## src/hw/rtl/bcc_pkg.sv

```systemverilog
// Shared types and constants for the block claim checker.
package bcc_pkg;

	localparam int BLOCK_W         = 24;
	localparam int COUNT_W         = 16;
	localparam int NUM_WATCH       = 5;
	localparam int CFG_INDEX_W     = 3;
	localparam int BITMAP_BLOCKS_DEF = 65536;

	localparam logic [BLOCK_W-1:0] FIRST_DATA_RST = 24'd2;
	localparam logic [BLOCK_W-1:0] VOLUME_RST     = 24'd65538;

	typedef enum logic [CFG_INDEX_W-1:0] {
		REG_FIRST_DATA = 3'd0,
		REG_VOLUME     = 3'd1,
		REG_DUP_OFF    = 3'd2,
		REG_WATCH_A    = 3'd3,
		REG_WATCH_B    = 3'd4,
		REG_WATCH_C    = 3'd5,
		REG_WATCH_D    = 3'd6,
		REG_WATCH_E    = 3'd7
	} reg_idx_t;

	typedef enum logic [1:0] {
		ST_OK    = 2'd0,
		ST_RANGE = 2'd1,
		ST_DUP   = 2'd2
	} status_t;

	typedef struct packed {
		logic [BLOCK_W-1:0]                first_data;
		logic [BLOCK_W-1:0]                volume;
		logic                              dup_off;
		logic [NUM_WATCH-1:0][BLOCK_W-1:0] watch;
	} cfg_t;

endpackage

```

## src/hw/rtl/bcc_cfg.sv

```systemverilog
// Configuration register file for the block claim checker.
module bcc_cfg
	import bcc_pkg::*;
(
	input  logic                   clk,
	input  logic                   arst_n,
	input  logic                   cfg_we,
	input  logic [CFG_INDEX_W-1:0] cfg_index,
	input  logic [BLOCK_W-1:0]     cfg_data,
	output cfg_t                   cfg
);

	cfg_t cfg_q;

	always_ff @(posedge clk or negedge arst_n) begin
		if (!arst_n) begin
			cfg_q.first_data <= FIRST_DATA_RST;
			cfg_q.volume     <= VOLUME_RST;
			cfg_q.dup_off    <= 1'b0;
			cfg_q.watch      <= '0;
		end else if (cfg_we) begin
			unique case (reg_idx_t'(cfg_index))
				REG_FIRST_DATA: cfg_q.first_data <= cfg_data;
				REG_VOLUME:     cfg_q.volume     <= cfg_data;
				REG_DUP_OFF:    cfg_q.dup_off    <= cfg_data[0];
				REG_WATCH_A:    cfg_q.watch[0]   <= cfg_data;
				REG_WATCH_B:    cfg_q.watch[1]   <= cfg_data;
				REG_WATCH_C:    cfg_q.watch[2]   <= cfg_data;
				REG_WATCH_D:    cfg_q.watch[3]   <= cfg_data;
				REG_WATCH_E:    cfg_q.watch[4]   <= cfg_data;
			endcase
		end
	end

	assign cfg = cfg_q;

endmodule

```

## config.mk

```make
export PLATFORM = sky130hd
export DESIGN_NAME = bcc_cfg
export DESIGN_NICKNAME = d
export VERILOG_FILES = /design/src/hw/rtl/bcc_pkg.sv /design/src/hw/rtl/bcc_cfg.sv
export SDC_FILE = /design/constraint.sdc
export NUM_CORES = 1
export LEC_CHECK = 0
export BUFFER_PORTS_ARGS = -buffer_cell sky130_fd_sc_hd__buf_2
export CELL_PAD_IN_SITES_DETAIL_PLACEMENT = 0
export CELL_PAD_IN_SITES_GLOBAL_PLACEMENT = 1
export CORE_UTILIZATION = 25
export CTS_BUF_LIST = sky130_fd_sc_hd__clkbuf_8
export DETAILED_ROUTE_END_ITERATION = 10
export GPL_ROUTABILITY_DRIVEN = 0
export HOLD_SLACK_MARGIN = 0.12
export PLACE_DENSITY = 0.65
export SYNTH_ARGS = -nofsm -noshare
export SYNTH_HDL_FRONTEND = slang
export SYNTH_SLANG_ARGS = --single-unit
```

## constraint.sdc

```tcl
create_clock -name clk -period 0.8 [get_ports clk]
set_input_delay 0 -clock clk [delete_from_list [all_inputs] [get_ports clk]]
set_output_delay 0 -clock clk [all_outputs]
set_load 0.01 [all_outputs]
```

Yosys cells after proc, flatten, opt, wreduce, memory -nomap -nowiden --
Index checks and enable logic that the tools add are counted.
Word-level totals: bits of input ports 30, bits in writable memories 0, memories kept 0, ROM bits 0, register bits 169, bits in latches 0, output and inout port bits 169
Cells by class: shift operators 0, multiplexer cells 0, bitwise gates (word level) 0, equality and inequality tests 7, $lt $le $gt $ge 0, add/subtract/negate cells 0, multipliers 0, reduce and logical (&&, ||, !) cells 9, divide/modulo/power cells 0
Operators by type and width (count):
- 2-bit AND reduction | 8
- 3-bit == test (second input constant) | 4
- 3-bit by 2-bit == test with 1-bit output (second input constant) | 2
- 3-bit by 1-bit == test with 1-bit output (second input constant) | 1
- 3-bit zero test | 1

Longest topological paths before layout --
word-level depth 2, gate-level depth with buffers 5, depth with buffers taken out 2

Worst setup path after synthesis --
OpenSTA, ideal clock, no wires.
path type input to register, from input cfg_index[1], to register cfg_q (netlist bit cfg[156]), required time 675 ps, arrival time 1086 ps, stages 4, buffers on the path 2, path slack -410 ps, path through buf_4 > nor4b_4 > buf_6 > mux2_2
Between the ends: word-level cells in the longest chain between the ends 2
Ends and longest elaborated chain:
- start: declaration | line bcc_cfg.sv:8 | input logic [CFG_INDEX_W-1:0] cfg_index,
- 3-bit zero test | line bcc_cfg.sv:22 | unique case (reg_idx_t'(cfg_index))
- 2-bit AND reduction (no line)
- end: declaration | line bcc_cfg.sv:13 | cfg_t cfg_q;
Every way passes these cells. A chain may end at the register's enable or synchronous reset.

Worst setup path in the final report --
from register cfg_q (netlist bit cfg[122]), to output cfg[122] in the netlist's numbering
RTL lines:
- end: declaration | line bcc_cfg.sv:10 | output cfg_t cfg
No word-level cell between the ends.

==> run metrics <==
status=complete, but fails checks; violated checks=hold timing, setup timing; Initial Util=25.5%; Worst-path clk slew=0.10 ns; # rows=58; Yosys top cell area share=64.9%; Root Buffer=clkbuf_8; post-synth top area cell=dfrtp_1; CP cell instances=buf_6; layout cell share with drive strength beyond 1=72.2%; die footprint=26200 um2; WP buf/inv=1; Core ar.=25100 um2; Crit path largest cell delay=0.56 ns; final non-filler cell total=1029; Final Util=40.5%; Slew Viols, Final=0; Cell Pwr Density=2570 nW/um2; FF+latch area=4230 um2; Ports=199; DRT iter0 DRCs=176; final WL=19300 um; launching point of the worst reg2reg path=cfg[137]; crit path kind=reg2out; clk_lat worst skew=0.45 ns; largest net degree at the start of global routing=61; vias per cell=4.22; Slew HR=77.8%; syn_area_per_cell=17.5 um2; Final WS setup=-0.314 ns; CP required=0.80 ns; H-tree levels=4; multi-input logic area=2350 um2; I/O Buffers=198; Hold Fails Final Rpt=12; Post-Layout Inst Area=10200 um2; DR DRC count=0; Post-DP Area=8330 um2; Worst path top cell family by delay=flip-flops; Initial DRT Pass Iterations=5; synthesis-stage register bit count=169; final-report setup violation count=231; Critical R2R Capture=cfg[137]; r2r setup slk=-0.13 ns; Place WS=-0.530 ns; Layout area overhead=59.2%; commonest non-fill, non-tap cells in the layout=dfrtp_1, buf_2, buf_6; max_cap viols=0; Routed Antenna Nets=0; largest cells by area after synthesis=dfrtp_1, mux2_2, dfstp_2, buf_6, buf_2; GR Util All Layers=14.9%; Die Ht=162 um; Final Cycle Share=139%; Vias=4341; fillers=2344; Max Fclk=0.898 GHz; routed length per instance=18.7 um; Final Skew=0 ns; Worst-Margin Slew=0.333 ns; YS warnings=0; clk buf depth=2; final hold slack=-0.0832 ns; CTS Sinks=169; Yosys cell types=11; vias in the first global route=4835; crit end category=primary output; Final Total Pwr=26.2 mW; Net Count, Synth=396; first-pass GRT wire length=29200 um; Hold Crit Class=in2async; Worst Path Arrival=1.11 ns; Max VDD drop=0.000951 V; CTS tree=yes; antenna fix cells=0; P_leak=4.98 nW; most common cell after layout, fill and taps aside=dfrtp_1; # hold bufs at CTS=25; RSZ-0062 raised after global routing=true; worst-path fanout max=2; Die X=162 um; Final min period=1.11 ns; mapped cell area=6400 um2; GRT overflow=0; Startpoint Class=register; slowest stage cell, crit path=dfstp_2; TritonCTS buffer count=17; r2r worst-path depth=3; Syn Inst Count=366; antenna violations before repair=0; fin nets=716; sequential fraction of the synthesis area=66.2%; dpl cells=906; DPL Wire Length=12600 um; flip-flop count of the largest register after layout=169
## worst max path at each step
| stage | from | cells past startpoint | slack, ns | to |
|---|---|---|---|---|
| global route | cfg[122] | 1 | -0.37 | cfg[122] |
| detailed placement | cfg_index[1] | 4 | -0.53 | cfg[37] |
| floorplan | cfg_index[1] | 4 | -0.39 | cfg[156] |
| CTS | cfg[122] | 1 | -0.35 | cfg[122] |
| finish | cfg[122] | 1 | -0.31 | cfg[122] |
| global placement | cfg_index[1] | 4 | -0.49 | cfg[42] |
## Yosys cell counts (all sizes together)
master,n
buf,20
dfrtp,166
dfstp,3
mux2,169
nand4,1
nand4b,3
nor4b,1
nor4bb,3
## per-stage QoR
stage                     hold WS [ns]  setup TNS (ns)
after floorplan                 -0.296          -34.89
after global placement          -0.160          -67.97
after detailed placement        -0.156          -73.31
after CTS                       -0.108          -41.96
after global routing           -0.0893          -47.65
final                          -0.0832          -36.49
## routing by layer
layer / GRT usage [%] / vias up / part of all wire, %
met1: 18.5 / 2262 / 43
met4: 4.63 / 0 / 1.2
met5: 0 / - / 0
met2: 25.6 / 118 / 52
met3: 3.52 / 15 / 3.9
li1: - / 1946 / -
## area by class of cell
class	instances	share of cell area (%)
clock buffers	19	2.57
clock inverters	13	1.28
multi-input cells	177	23.1
flip-flops and latches	169	41.6
well taps	330	4.06
repair buffers	321	27.4
## where the power goes
group	internal [mW]	switching, mW
clock	2.92	3.23
combinational	5.24	3.11
sequential	10.4	1.25
## cell families (layout without fill, tap and decap cells)
kind of cell	after synthesis	in the layout	synth area share, %
buffers and inverters	20	353	2.33
AND/OR/NAND/NOR	8	8	1.74
flip-flops	169	169	66.2
multiplexers	169	169	29.8
## timing repair
| action | CTS | global route |
|---|---|---|
| resized for setup | 69 | 73 |
| pin swaps | 2 | 3 |
| cloned | 1 | 3 |
| setup buffers | 53 | 12 |
| endpoints found under the hold margin | 338 | 23 |
| setup endpoints to repair | 192 | 254 |
No activity file was read; power rests on OpenSTA's default activity.
